File: src/rtl/core/rdc_pkg.sv
// shared types, constants and helpers for the radix digit converter
package rdc_pkg;

   // symbol table layout
   localparam int SYM_W        = 7;
   localparam int SYMS_PER_REG = 9;
   localparam int NUM_SYM_REGS = 7;
   localparam int NUM_SYMS     = SYMS_PER_REG * NUM_SYM_REGS;
   localparam int CSR_DATA_W   = SYM_W * SYMS_PER_REG;
   localparam int SYM_FLAT_W   = CSR_DATA_W * NUM_SYM_REGS;
   localparam int SIZE_W       = 6;
   localparam int VALUE_W      = 64;
   localparam int CSR_IDX_W    = 3;

   // register indexes
   localparam logic [CSR_IDX_W-1:0] CSR_RADIX_SIZE  = 3'd0;
   localparam logic [CSR_IDX_W-1:0] CSR_SYMBOLS_0_8 = 3'd1;

   // ascii bounds for letters and digits
   localparam logic [SYM_W-1:0] CHAR_0       = 7'h30;
   localparam logic [SYM_W-1:0] CHAR_9       = 7'h39;
   localparam logic [SYM_W-1:0] CHAR_LOWER_A = 7'h61;
   localparam logic [SYM_W-1:0] CHAR_LOWER_Z = 7'h7a;
   localparam logic [SYM_W-1:0] CHAR_UPPER_A = 7'h41;
   localparam logic [SYM_W-1:0] CHAR_UPPER_Z = 7'h5a;

   // one classified request passed from front to back
   typedef struct packed {
      logic [VALUE_W-1:0] value;
      logic               bad;
   } job_type;

   function automatic logic is_alnum(input logic [SYM_W-1:0] c);
      return (c >= CHAR_0 && c <= CHAR_9) ||
             (c >= CHAR_LOWER_A && c <= CHAR_LOWER_Z) ||
             (c >= CHAR_UPPER_A && c <= CHAR_UPPER_Z);
   endfunction

   function automatic logic [SYM_W-1:0] sym_at(input logic [SYM_FLAT_W-1:0] flat,
                                                input logic [SIZE_W-1:0] idx);
      logic [SYM_W-1:0] c;
      c = '0;
      if (int'(idx) < NUM_SYMS) c = flat[SYM_W*idx +: SYM_W];
      return c;
   endfunction

endpackage

File: src/rtl/core/radix_digit_converter_unit.sv
// top level of the radix digit converter: registers, front, queue and back
//
//   channel   ports                                       handshake
//   request   start, busy, req_number_in                  start && !busy
//   result    rsp_strobe, rsp_digit_char,                 strobe, one cycle,
//             rsp_final_digit, rsp_alphabet_bad           no back-pressure
//   config    csr_write_en, csr_index, csr_wdata          write_en, no wait
//
// The front checks the alphabet one symbol per cycle and hands the request to a
// two-entry queue. The back divides by the radix one quotient bit per cycle,
// writing each digit to the digit buffer, then emits the digits from the buffer.
// Reset clears the registers and both sequencers; the buffer needs no clearing.
// Results cannot be stalled; busy holds off requests while the front is working.
module radix_digit_converter_unit import rdc_pkg::*; #(
   parameter int MAX_DIGITS  = 64,
   parameter int MAX_SYMBOLS = 63
) (
   input  logic                  clock,
   input  logic                  reset,
   input  logic                  start,
   output logic                  busy,
   input  logic [VALUE_W-1:0]    req_number_in,
   output logic                  rsp_strobe,
   output logic [SYM_W-1:0]      rsp_digit_char,
   output logic                  rsp_final_digit,
   output logic                  rsp_alphabet_bad,
   input  logic                  csr_write_en,
   input  logic [CSR_IDX_W-1:0]  csr_index,
   input  logic [CSR_DATA_W-1:0] csr_wdata
);

   logic [SIZE_W-1:0]     radix_size_ff;
   logic [CSR_DATA_W-1:0] sym_reg_ff [NUM_SYM_REGS];
   logic [SYM_FLAT_W-1:0] sym_flat;
   logic [CSR_IDX_W-1:0]  sym_sel;

   logic    q_push;
   logic    q_pop;
   logic    q_full;
   logic    q_empty;
   job_type push_job;
   job_type pop_job;

   assign sym_sel = csr_index - CSR_SYMBOLS_0_8;

   // configuration registers
   always_ff @(posedge clock) begin
      if (reset) begin
         radix_size_ff <= '0;
         for (int i = 0; i < NUM_SYM_REGS; i++) sym_reg_ff[i] <= '0;
      end else if (csr_write_en) begin
         case (csr_index)
            CSR_RADIX_SIZE: radix_size_ff <= csr_wdata[SIZE_W-1:0];
            default:        sym_reg_ff[sym_sel] <= csr_wdata;
         endcase
      end
   end

   // flat symbol table, symbol 0 in the low bits
   always_comb begin
      for (int i = 0; i < NUM_SYM_REGS; i++) sym_flat[CSR_DATA_W*i +: CSR_DATA_W] = sym_reg_ff[i];
   end

   rdc_front #(.MAX_SYMBOLS(MAX_SYMBOLS)) u_front (
      .clock      (clock),
      .reset      (reset),
      .start      (start),
      .busy       (busy),
      .number_in  (req_number_in),
      .radix_size (radix_size_ff),
      .sym_flat   (sym_flat),
      .q_full     (q_full),
      .q_push     (q_push),
      .q_job      (push_job)
   );

   rdc_fifo u_fifo (
      .clock    (clock),
      .reset    (reset),
      .push     (q_push),
      .push_job (push_job),
      .pop      (q_pop),
      .pop_job  (pop_job),
      .full     (q_full),
      .empty    (q_empty)
   );

   rdc_back #(.MAX_DIGITS(MAX_DIGITS)) u_back (
      .clock      (clock),
      .reset      (reset),
      .radix_size (radix_size_ff),
      .sym_flat   (sym_flat),
      .q_empty    (q_empty),
      .q_job      (pop_job),
      .q_pop      (q_pop),
      .rsp_valid  (rsp_strobe),
      .rsp_char   (rsp_digit_char),
      .rsp_final  (rsp_final_digit),
      .rsp_bad    (rsp_alphabet_bad)
   );

endmodule

File: src/rtl/core/rdc_front.sv
// front end: accepts requests and checks the alphabet one symbol per cycle
module rdc_front import rdc_pkg::*; #(
   parameter int MAX_SYMBOLS = 63
) (
   input  logic                  clock,
   input  logic                  reset,
   input  logic                  start,
   output logic                  busy,
   input  logic [VALUE_W-1:0]    number_in,
   input  logic [SIZE_W-1:0]     radix_size,
   input  logic [SYM_FLAT_W-1:0] sym_flat,
   input  logic                  q_full,
   output logic                  q_push,
   output job_type               q_job
);

   typedef enum logic [1:0] {F_IDLE, F_CHECK, F_PUSH} fstate_type;

   fstate_type         state_ff;
   logic [VALUE_W-1:0] value_ff;
   logic [SIZE_W-1:0]  idx_ff;
   logic               bad_ff;

   logic [SYM_W-1:0]   sym_a;
   logic               dup;
   logic               size_bad;

   // symbol under test against every later symbol in the alphabet
   always_comb begin
      sym_a = sym_at(sym_flat, idx_ff);
      dup   = 1'b0;
      for (int b = 0; b < NUM_SYMS; b++) begin
         if (SIZE_W'(b) > idx_ff && SIZE_W'(b) < radix_size &&
             sym_flat[SYM_W*b +: SYM_W] == sym_a) dup = 1'b1;
      end
   end

   assign size_bad = (radix_size < SIZE_W'(2)) ||
                     ({1'b0, radix_size} > (SIZE_W+1)'(MAX_SYMBOLS));
   assign busy     = (state_ff != F_IDLE);
   assign q_push   = (state_ff == F_PUSH) && !q_full;
   assign q_job    = '{value: value_ff, bad: bad_ff};

   // check sequencer
   always_ff @(posedge clock) begin
      if (reset) begin
         state_ff <= F_IDLE;
         idx_ff   <= '0;
         bad_ff   <= 1'b0;
      end else begin
         case (state_ff)
            F_IDLE: begin
               if (start) begin
                  value_ff <= number_in;
                  idx_ff   <= '0;
                  bad_ff   <= size_bad;
                  state_ff <= size_bad ? F_PUSH : F_CHECK;
               end
            end
            F_CHECK: begin
               if (!is_alnum(sym_a) || dup) begin
                  bad_ff   <= 1'b1;
                  state_ff <= F_PUSH;
               end else if (idx_ff == radix_size - SIZE_W'(1)) begin
                  state_ff <= F_PUSH;
               end else begin
                  idx_ff <= idx_ff + SIZE_W'(1);
               end
            end
            F_PUSH: begin
               if (!q_full) state_ff <= F_IDLE;
            end
            default: state_ff <= F_IDLE;
         endcase
      end
   end

endmodule

File: src/rtl/core/rdc_fifo.sv
// two-entry queue of classified requests between front and back
module rdc_fifo import rdc_pkg::*; (
   input  logic    clock,
   input  logic    reset,
   input  logic    push,
   input  job_type push_job,
   input  logic    pop,
   output job_type pop_job,
   output logic    full,
   output logic    empty
);

   job_type    entry_ff [2];
   logic       wr_ptr_ff;
   logic       rd_ptr_ff;
   logic [1:0] count_ff;

   assign full    = (count_ff == 2'd2);
   assign empty   = (count_ff == 2'd0);
   assign pop_job = entry_ff[rd_ptr_ff];

   // storage
   always_ff @(posedge clock) begin
      if (push) entry_ff[wr_ptr_ff] <= push_job;
   end

   // pointers and fill count
   always_ff @(posedge clock) begin
      if (reset) begin
         wr_ptr_ff <= 1'b0;
         rd_ptr_ff <= 1'b0;
         count_ff  <= '0;
      end else begin
         if (push) wr_ptr_ff <= ~wr_ptr_ff;
         if (pop) rd_ptr_ff <= ~rd_ptr_ff;
         count_ff <= count_ff + 2'(push) - 2'(pop);
      end
   end

endmodule

File: src/rtl/core/rdc_back.sv
// back end: bit-serial division into a digit buffer, then emission msd first
module rdc_back import rdc_pkg::*; #(
   parameter int MAX_DIGITS = 64
) (
   input  logic                  clock,
   input  logic                  reset,
   input  logic [SIZE_W-1:0]     radix_size,
   input  logic [SYM_FLAT_W-1:0] sym_flat,
   input  logic                  q_empty,
   input  job_type               q_job,
   output logic                  q_pop,
   output logic                  rsp_valid,
   output logic [SYM_W-1:0]      rsp_char,
   output logic                  rsp_final,
   output logic                  rsp_bad
);

   localparam int AW = (MAX_DIGITS > 1) ? $clog2(MAX_DIGITS) : 1;
   localparam int CW = $clog2(MAX_DIGITS + 1);

   typedef enum logic [1:0] {B_IDLE, B_DIV, B_RD, B_OUT} bstate_type;

   bstate_type         state_ff;
   logic [VALUE_W-1:0] val_ff;
   logic [SIZE_W-1:0]  rem_ff;
   logic [5:0]         bit_cnt_ff;
   logic [CW-1:0]      total_ff;
   logic [AW-1:0]      ptr_ff;
   logic               rsp_valid_ff;
   logic [SYM_W-1:0]   rsp_char_ff;
   logic               rsp_final_ff;
   logic               rsp_bad_ff;

   logic [SIZE_W-1:0]  digit_mem [MAX_DIGITS];
   logic [SIZE_W-1:0]  rd_data_ff;

   logic [SIZE_W:0]    rem_sh;
   logic [SIZE_W:0]    rem_diff;
   logic               ge;
   logic [SIZE_W-1:0]  rem_in;
   logic [VALUE_W-1:0] val_in;
   logic               last_bit;
   logic               mem_we;
   logic [CW-1:0]      total_in;

   // one restoring-division step per cycle
   always_comb begin
      rem_sh   = {rem_ff, val_ff[VALUE_W-1]};
      rem_diff = rem_sh - {1'b0, radix_size};
      ge       = (rem_sh >= {1'b0, radix_size});
      rem_in   = ge ? rem_diff[SIZE_W-1:0] : rem_sh[SIZE_W-1:0];
      val_in   = {val_ff[VALUE_W-2:0], ge};
      last_bit = (bit_cnt_ff == 6'd63);
      mem_we   = (state_ff == B_DIV) && last_bit && (int'(total_ff) < MAX_DIGITS);
      total_in = mem_we ? total_ff + CW'(1) : total_ff;
   end

   assign q_pop = (state_ff == B_IDLE) && !q_empty;

   // digit buffer, registered read
   always_ff @(posedge clock) begin
      if (mem_we) digit_mem[total_ff[AW-1:0]] <= rem_in;
      rd_data_ff <= digit_mem[ptr_ff];
   end

   // divide and emit sequencer with registered result
   always_ff @(posedge clock) begin
      if (reset) begin
         state_ff     <= B_IDLE;
         rsp_valid_ff <= 1'b0;
         bit_cnt_ff   <= '0;
         total_ff     <= '0;
         ptr_ff       <= '0;
      end else begin
         rsp_valid_ff <= 1'b0;
         case (state_ff)
            B_IDLE: begin
               if (!q_empty) begin
                  if (q_job.bad) begin
                     rsp_valid_ff <= 1'b1;
                     rsp_char_ff  <= '0;
                     rsp_final_ff <= 1'b1;
                     rsp_bad_ff   <= 1'b1;
                  end else begin
                     val_ff     <= q_job.value;
                     rem_ff     <= '0;
                     bit_cnt_ff <= '0;
                     total_ff   <= '0;
                     state_ff   <= B_DIV;
                  end
               end
            end
            B_DIV: begin
               val_ff     <= val_in;
               rem_ff     <= last_bit ? '0 : rem_in;
               bit_cnt_ff <= bit_cnt_ff + 6'd1;
               if (last_bit) begin
                  total_ff <= total_in;
                  if (val_in == '0) begin
                     ptr_ff   <= AW'(total_in - CW'(1));
                     state_ff <= B_RD;
                  end
               end
            end
            B_RD: state_ff <= B_OUT;
            B_OUT: begin
               rsp_valid_ff <= 1'b1;
               rsp_char_ff  <= sym_at(sym_flat, rd_data_ff);
               rsp_final_ff <= (ptr_ff == '0);
               rsp_bad_ff   <= 1'b0;
               if (ptr_ff == '0) begin
                  state_ff <= B_IDLE;
               end else begin
                  ptr_ff   <= ptr_ff - AW'(1);
                  state_ff <= B_RD;
               end
            end
            default: state_ff <= B_IDLE;
         endcase
      end
   end

   assign rsp_valid = rsp_valid_ff;
   assign rsp_char  = rsp_char_ff;
   assign rsp_final = rsp_final_ff;
   assign rsp_bad   = rsp_bad_ff;

endmodule
File: config.mk
export PLATFORM = sky130hd
export DESIGN_NAME = radix_digit_converter_unit
export DESIGN_NICKNAME = d
export VERILOG_FILES = /design/src/rtl/core/rdc_pkg.sv /design/src/rtl/core/radix_digit_converter_unit.sv /design/src/rtl/core/rdc_front.sv /design/src/rtl/core/rdc_fifo.sv /design/src/rtl/core/rdc_back.sv
export SDC_FILE = /design/constraint.sdc
export NUM_CORES = 2
export LEC_CHECK = 0
export BUFFER_PORTS_ARGS = -buffer_cell sky130_fd_sc_hd__buf_2
export CORE_AREA = 2 2 441 443
export DETAILED_ROUTE_END_ITERATION = 8
export DIE_AREA = 0 0 443 445
export GPL_TIMING_DRIVEN = 0
export PLACE_DENSITY = 0.42
export SLEW_MARGIN = 0
export SYNTH_ARGS = -nofsm -noshare
export SYNTH_HDL_FRONTEND = slang
export SYNTH_SLANG_ARGS = --single-unit
File: constraint.sdc
create_clock -name clock -period 12.8 [get_ports clock]
set_clock_uncertainty 0.2 [all_clocks]
set_input_delay 0.64 -clock clock [delete_from_list [all_inputs] [get_ports clock]]
set_output_delay 0.64 -clock clock [all_outputs]
set_load 0.1 [all_outputs]
Word level (Yosys, flattened, before mapping)
Memory sizes are Yosys's and may differ from the RTL's. A register that Yosys moved wholly into a read port is not among the register bits. Cells that the tools add are included.

Flip-flop bits (word level): 184. Memory bits (writable): 955. Output and inout port bits: 11. Logic and storage cells: 547. Memories kept: 3.

Add/sub/neg operators: 10. Multiply operators: 2. Magnitude comparators: 137. Equality and inequality tests: 83. Shift operators: 2. Multiplexer cells: 127. Bitwise gates (word level): 3. Reductions and logical operators: 162.

Memory list: sym_reg_ff (depth 7, bits a word 63, read ports 7, clocked after Yosys merged registers in 0, write ports 7, line radix_digit_converter_unit.sv:33) `logic [CSR_DATA_W-1:0] sym_reg_ff [NUM_SYM_REGS];`; u_back.digit_mem (depth 64, bits a word 6, read ports 1, clocked after Yosys merged registers in 1, write ports 1, line rdc_back.sv:34) `logic [SIZE_W-1:0] digit_mem [MAX_DIGITS];`; u_fifo.entry_ff (depth 2, bits a word 65, read ports 1, clocked after Yosys merged registers in 1, write ports 1, line rdc_fifo.sv:13) `job_type entry_ff [2];`.

Operators by type and width (number): variable part select 441 x 10 -> 7 bit (2); == test 7 bit (63); > comparator 6 bit (first input constant) (31); less-than comparator 6 bit (first input constant) (31); logical AND 1 bit (133); 2-to-1 mux 64 bit (2); case mux 64 bit (2 select lines) (1); > comparator 5 x 6 -> 1 bit (first input constant) (16); less-than comparator 5 x 6 -> 1 bit (first input constant) (16); 2-to-1 mux 1 bit (82); logical NOT 64 bit (1); 2-to-1 mux 63 bit (1); OR reduction 63 bit (1); 2-to-1 mux 6 bit (10); 2-to-1 mux 7 bit (8); > comparator 4 x 6 -> 1 bit (first input constant) (8); less-than comparator 4 x 6 -> 1 bit (first input constant) (8); case mux 6 bit (2 select lines) (4); case mux 7 bit (2 select lines) (2); > comparator 3 x 6 -> 1 bit (first input constant) (4); less-than comparator 3 x 6 -> 1 bit (first input constant) (4); AND reduction 4 bit (6); 2-to-1 mux 2 bit (10); multiplier 3 x 6 -> 9 bit (first input constant) (2); 39 further kinds (80).

Logic depth before layout (Yosys ltp)
Depth in word-level cells: 71. Mapped depth: 23. Gate-level depth less buffers: 16.

Cells and area by module
Synthesis repeated with hierarchy kept, for this count alone.

Cell total of the unflattened synthesis: 4342. Area total of the unflattened synthesis: 59236.8 sq um.

By module, submodules not included: rdc_back (instances 1, cells an instance 1403, area each 23700.2 sq um, seq. area each 14463.9 sq um); radix_digit_converter_unit (instances 1, cells an instance 1081, area each 16877.4 sq um, seq. area each 12732.2 sq um); rdc_front (instances 1, cells an instance 1635, area each 13546.7 sq um, seq. area each 2102.0 sq um); rdc_fifo (instances 1, cells an instance 223, area each 5112.4 sq um, seq. area each 4003.8 sq um).

Worst setup path after synthesis
No wires, ideal clock.

Path kind: in2reg. Start: input port reset. End: register u_front.value_ff[0], enable pin. Setup time: 0.565 ns. Arrival time: 5.415 ns. Path slack: 6.620 ns. Cell stages on the path: 3. Cells stage by stage: clkbuf_1 -> clkbuf_1 -> nor3_1.

Word-level cells in the longest chain between the ends: 2.

Ends and longest elaborated chain: from (decl) (line radix_digit_converter_unit.sv:19) `input logic reset,`; NOT 1 bit (no line); AND reduction 3 bit (no line); to (signal assigned) (line rdc_front.sv:54) `value_ff <= number_in;`; to (decl) (line rdc_front.sv:20) `logic [VALUE_W-1:0] value_ff;`.

No other way between the ends. A chain may end at the register's enable or synchronous reset.

Worst setup path after layout
Start: register u_front.idx_ff[1]. End: register u_front.idx_ff[2].

Word-level cells in the longest chain between the ends: 71. Elaborated cells on any way between the ends: 340. Those cells by class: add/sub (1); mul (1); order compare (70); eq/ne (66); shift (1); mux (67); reduce/logical (134).

Ends and longest elaborated chain: from (decl) (line rdc_front.sv:21) `logic [SIZE_W-1:0] idx_ff;`; from (signal assigned) (line rdc_front.sv:67) `idx_ff <= idx_ff + SIZE_W'(1);`; multiplier 3 x 6 -> 9 bit (line rdc_pkg.sv:43) `if (int'(idx) < NUM_SYMS) c = flat[SYM_W*idx +: SYM_W];`; variable part select 441 x 10 -> 7 bit (line rdc_pkg.sv:43); 2-to-1 mux 7 bit (line rdc_pkg.sv:43); == test 7 bit (line rdc_front.sv:34) `sym_flat[SYM_W*b +: SYM_W] == sym_a) dup = 1'b1;`; logical AND 1 bit (line rdc_front.sv:33) `if (SIZE_W'(b) > idx_ff && SIZE_W'(b) < radix_size &&`; 2-to-1 mux 1 bit (63 in series) (line rdc_front.sv:33); logical OR 1 bit (line rdc_front.sv:61) `if (!is_alnum(sym_a) || dup) begin`; inequality test 2 bit (no line); AND reduction 4 bit (no line).

Several ways; a longest one is shown, not always the timed one. The select of a mux whose other input is x is not followed.

==> impl_metrics.toml <==
[layout]
mostFrequentLayoutCell = "edfxtp_1"
layout-drive-gt1-share_pct = 15.2
nNetsFinal = 5050
layout_common_cells = "1035 x edfxtp_1, 420 x nor2_1, 347 x nand2_1"
final_area_sq_um = 67700
area_growth_pct = 18.1

[detailed_routing]
drc = 0
viasPerCell = 5.75
routedWlPerCell_um = 41.1
routed_wl_um = 310000
ant_nets = 0
firstDrtPassIters = 7
vias = 43375
first_iter_violations = 5292

[critical_path]
critPathKind = "reg -> reg"
slowest_stage = "nor2_1"
crit_family = "simple AND/OR/NAND/NOR gates"
crit_buf_inv = 6
cp-start-kind = "flip-flop"
crit_required_ps = 13230
crit_path_end_kind = "flip-flop"
worstPathCellList = "buf_6 > buf_6 > buf_8 > nand2_2 > nor2_1 > a221oi_1 > nor3_1 > nor3_1 > nor2_1 > buf_4 > buf_6 > xnor2_1 > nand4_1 > nor3_1 > a2111oi_0 > and4b_1 > and4_1 > buf_2 > nand4b_1 > a31oi_1"
cp_max_fo = 10
crit_arrival_ps = 9150
worst_path_largest_cell_delay_ps = 1090

[synth]
ys_warn_count = 0
synthCells = 4457
syn_nets = 4616
seq_area_frac_synth_pct = 58.1
synthArstFlopShare_pct = 0
syn_area_per_cell_sq_um = 12.9
ys.flop_type = "edfxtp_1"
syn-cell-area_sq_um = 57400
synth_edf_count = 1035
yosys_register_bits = 1146
ys_types = 84

[place]
postPlaceCellArea_sq_um = 62000
gp_congestion = 1.07
port_buffers = 143
dp_hpwl_um = 234000

[cts]
postCtsSetupBuffers = 0
cts_hold_buf = 122
tritoncts = "done"
cts_made_buffers = 135
cts_buffer_depth = 3
cts.sinks = 1146
clk_pin_slew_worst_paths_ps = 70
post_cts_resized = 0
clk_latency_ps = 860
cts_root_buffer = "clkbuf_16"
cts_max_level = 4

[timing]
tns_ps = 0
max_slew_margin_pct = -7.69
fin_crit_ps = 8720
slew_viol_final = 37
setup_viol = 0
worst_slew_pin_slew_ps = 1620
final.period_utilization_pct = 68.1
rsz0062_at_grt = "false"
hold_viol_final = 0
fmax_mhz = 115

[grt]
use_met2_pct = 46.2
groute.usage.overall_pct = 30.8
busiest_layer = "met2"
gr-usage-met3_pct = 7.94
grt_overflow_total = 0
antenna_found_initial = 26
grt_pass1_wl_um = 403000
grt_max_degree = 66
grt_pass1_vias = 42086
met1_usage_pct = 39.5

[power]
vdd_ir_drop_max_mv = 0.116
p_leak_nw = 21.5
power_density_nw_per_um2 = 182

[floorplanning]
initial_core_util_pct = 29.9
die_area_sq_um = 197000
core-area_sq_um = 192000
die_w_um = 443
fp.dieH_um = 445
ios = 145
placementRows = 161

[outcome]
run_status = "complete, but fails checks"
violations = "max-capacitance violations, max-slew violations"

[job]
maxCapViolCount = 5

[worst_hold_path]
min_path_type = "in -> reg"
[stage by stage]
stage	util, %	total power, W	setup WS [ps]	hold WS [ps]	std cells
5_1_grt	35.3	0.0126	4680	45.4	7530
4_1_cts	35.3	0.0123	4580	10.7	7522
3_5_place_dp	32.3	0.00832	4650	232	7158
6_report	35.3	0.0123	4080	42.8	7539
3_3_place_gp	31.9	0.00832	2010	225	7126
2_1_floorplan	-	0.00673	6620	221	4457
[registers in the layout (all words and copies together) (netlist names), named ones only]
register / count
sym_reg_ff: 441
u_fifo.entry_ff: 130
u_front.state_ff: 2
u_back.rd_data_ff: 6
u_back.rsp_final: 1
u_back.rsp_bad: 1
u_fifo.rd_ptr_ff: 1
u_back.rsp_char: 7
u_back.digit_mem: 384
u_back.rsp_valid: 1
u_front.value_ff: 64
u_fifo.wr_ptr_ff: 1
radix_size_ff: 6
u_front.bad_ff: 1
u_back.val_ff: 64
u_back.total_ff: 7
u_back.rem_ff: 6
u_fifo.count_ff: 2
u_front.idx_ff: 6
u_back.bit_cnt_ff: 6
u_back.ptr_ff: 6
u_back.state_ff: 2
[worst register-to-register path, cell delays in order (launching register included)]
cell       delay (ps)
dfxtp_1           670
buf_6             260
buf_6             290
buf_8             270
nand2_2           390
nor2_1           1100
a221oi_1          440
nor3_1            560
nor3_1            160
nor2_1            160
buf_4             350
buf_6             410
xnor2_1           120
nand4_1           240
nor3_1            120
a2111oi_0         930
and4b_1           530
and4_1            250
buf_2             240
nand4b_1          130
a31oi_1           670
[worst paths after layout]
| check | start | to | slack (ps) | cells past startpoint |
|---|---|---|---|---|
| max | u_front.idx_ff[1] | u_front.idx_ff[2] | 4080 | 20 |
| min | start | u_front.state_ff[1] | 40 | 3 |
| max reg2reg | u_front.idx_ff[1] | u_front.idx_ff[2] | 4080 | 20 |
| min reg2reg | u_front.value_ff[4] | u_fifo.entry_ff[0][5] | 240 | 0 |
[metal layers]
layer / up-vias / wire (um) / share of wire, %
met1: 22403 / 125000 / 40
met5: - / 71 / 0.023
li1: 17598 / - / -
met3: 796 / 27200 / 8.8
met4: 8 / 23400 / 7.5
met2: 2570 / 134000 / 43
[synth_stat cells, drive strengths merged (8+ instances only)]
master | count | area (sq um)
a22o | 14 | 123
nor2b | 27 | 176
a211oi | 42 | 320
nand3b | 11 | 82.6
a31oi | 19 | 119
buf | 142 | 1010
mux4 | 201 | 4530
o211ai | 11 | 82.6
o2bb2ai | 9 | 78.8
a221oi | 25 | 219
and2 | 74 | 463
clkbuf | 178 | 668
nor2 | 429 | 1650
a21oi | 161 | 806
o21ai | 183 | 916
or3 | 18 | 118
mux2i | 271 | 2710
mux2 | 36 | 405
o22ai | 56 | 350
inv | 98 | 368
a221o | 15 | 150
xnor2 | 298 | 2610
nor3 | 64 | 320
a22oi | 36 | 270
nand4 | 81 | 513
nand2b | 16 | 100
or2 | 11 | 68.8
or4 | 8 | 60.1
o221ai | 25 | 225
xor2 | 160 | 1400
nor4 | 62 | 403
nand3 | 66 | 330
and3 | 10 | 62.6
ha | 24 | 300
edfxtp | 1035 | 31100
a211o | 11 | 96.3
dfxtp | 111 | 2220
nand2 | 348 | 1310
[power breakdown]
part	switching (W)	leakage [nW]	internal [W]	total, W
registers	0.000277	10.5	0.00454	0.00481
logic	0.00230	8.92	0.00124	0.00354
clock network	0.00173	2.14	0.00223	0.00396
total	0.00430	21.5	0.00801	0.0123
[layout make-up]
cell class	instances	area [sq um]
fill	18961	124000
sequential	1146	33300
timing repair buffer	297	2520
multi-input combinational	2891	22200
buffer	320	1680
antenna	17	42.5
clock inverter	58	818
inverter	100	375
clock buffer	184	3670
tap	2526	3160
[kinds of logic after synthesis]
logic type | share of synthesized area (%)
and+or+nand+nor | 10.3
DFF | 58.1
xor gates and xnor gates | 6.99
buffers and inverters | 3.58
AOI/OAI and AO/OA | 7.22
muxes | 13.3
adders and majority gates | 0.558
(Power assumes the default switching activity.)
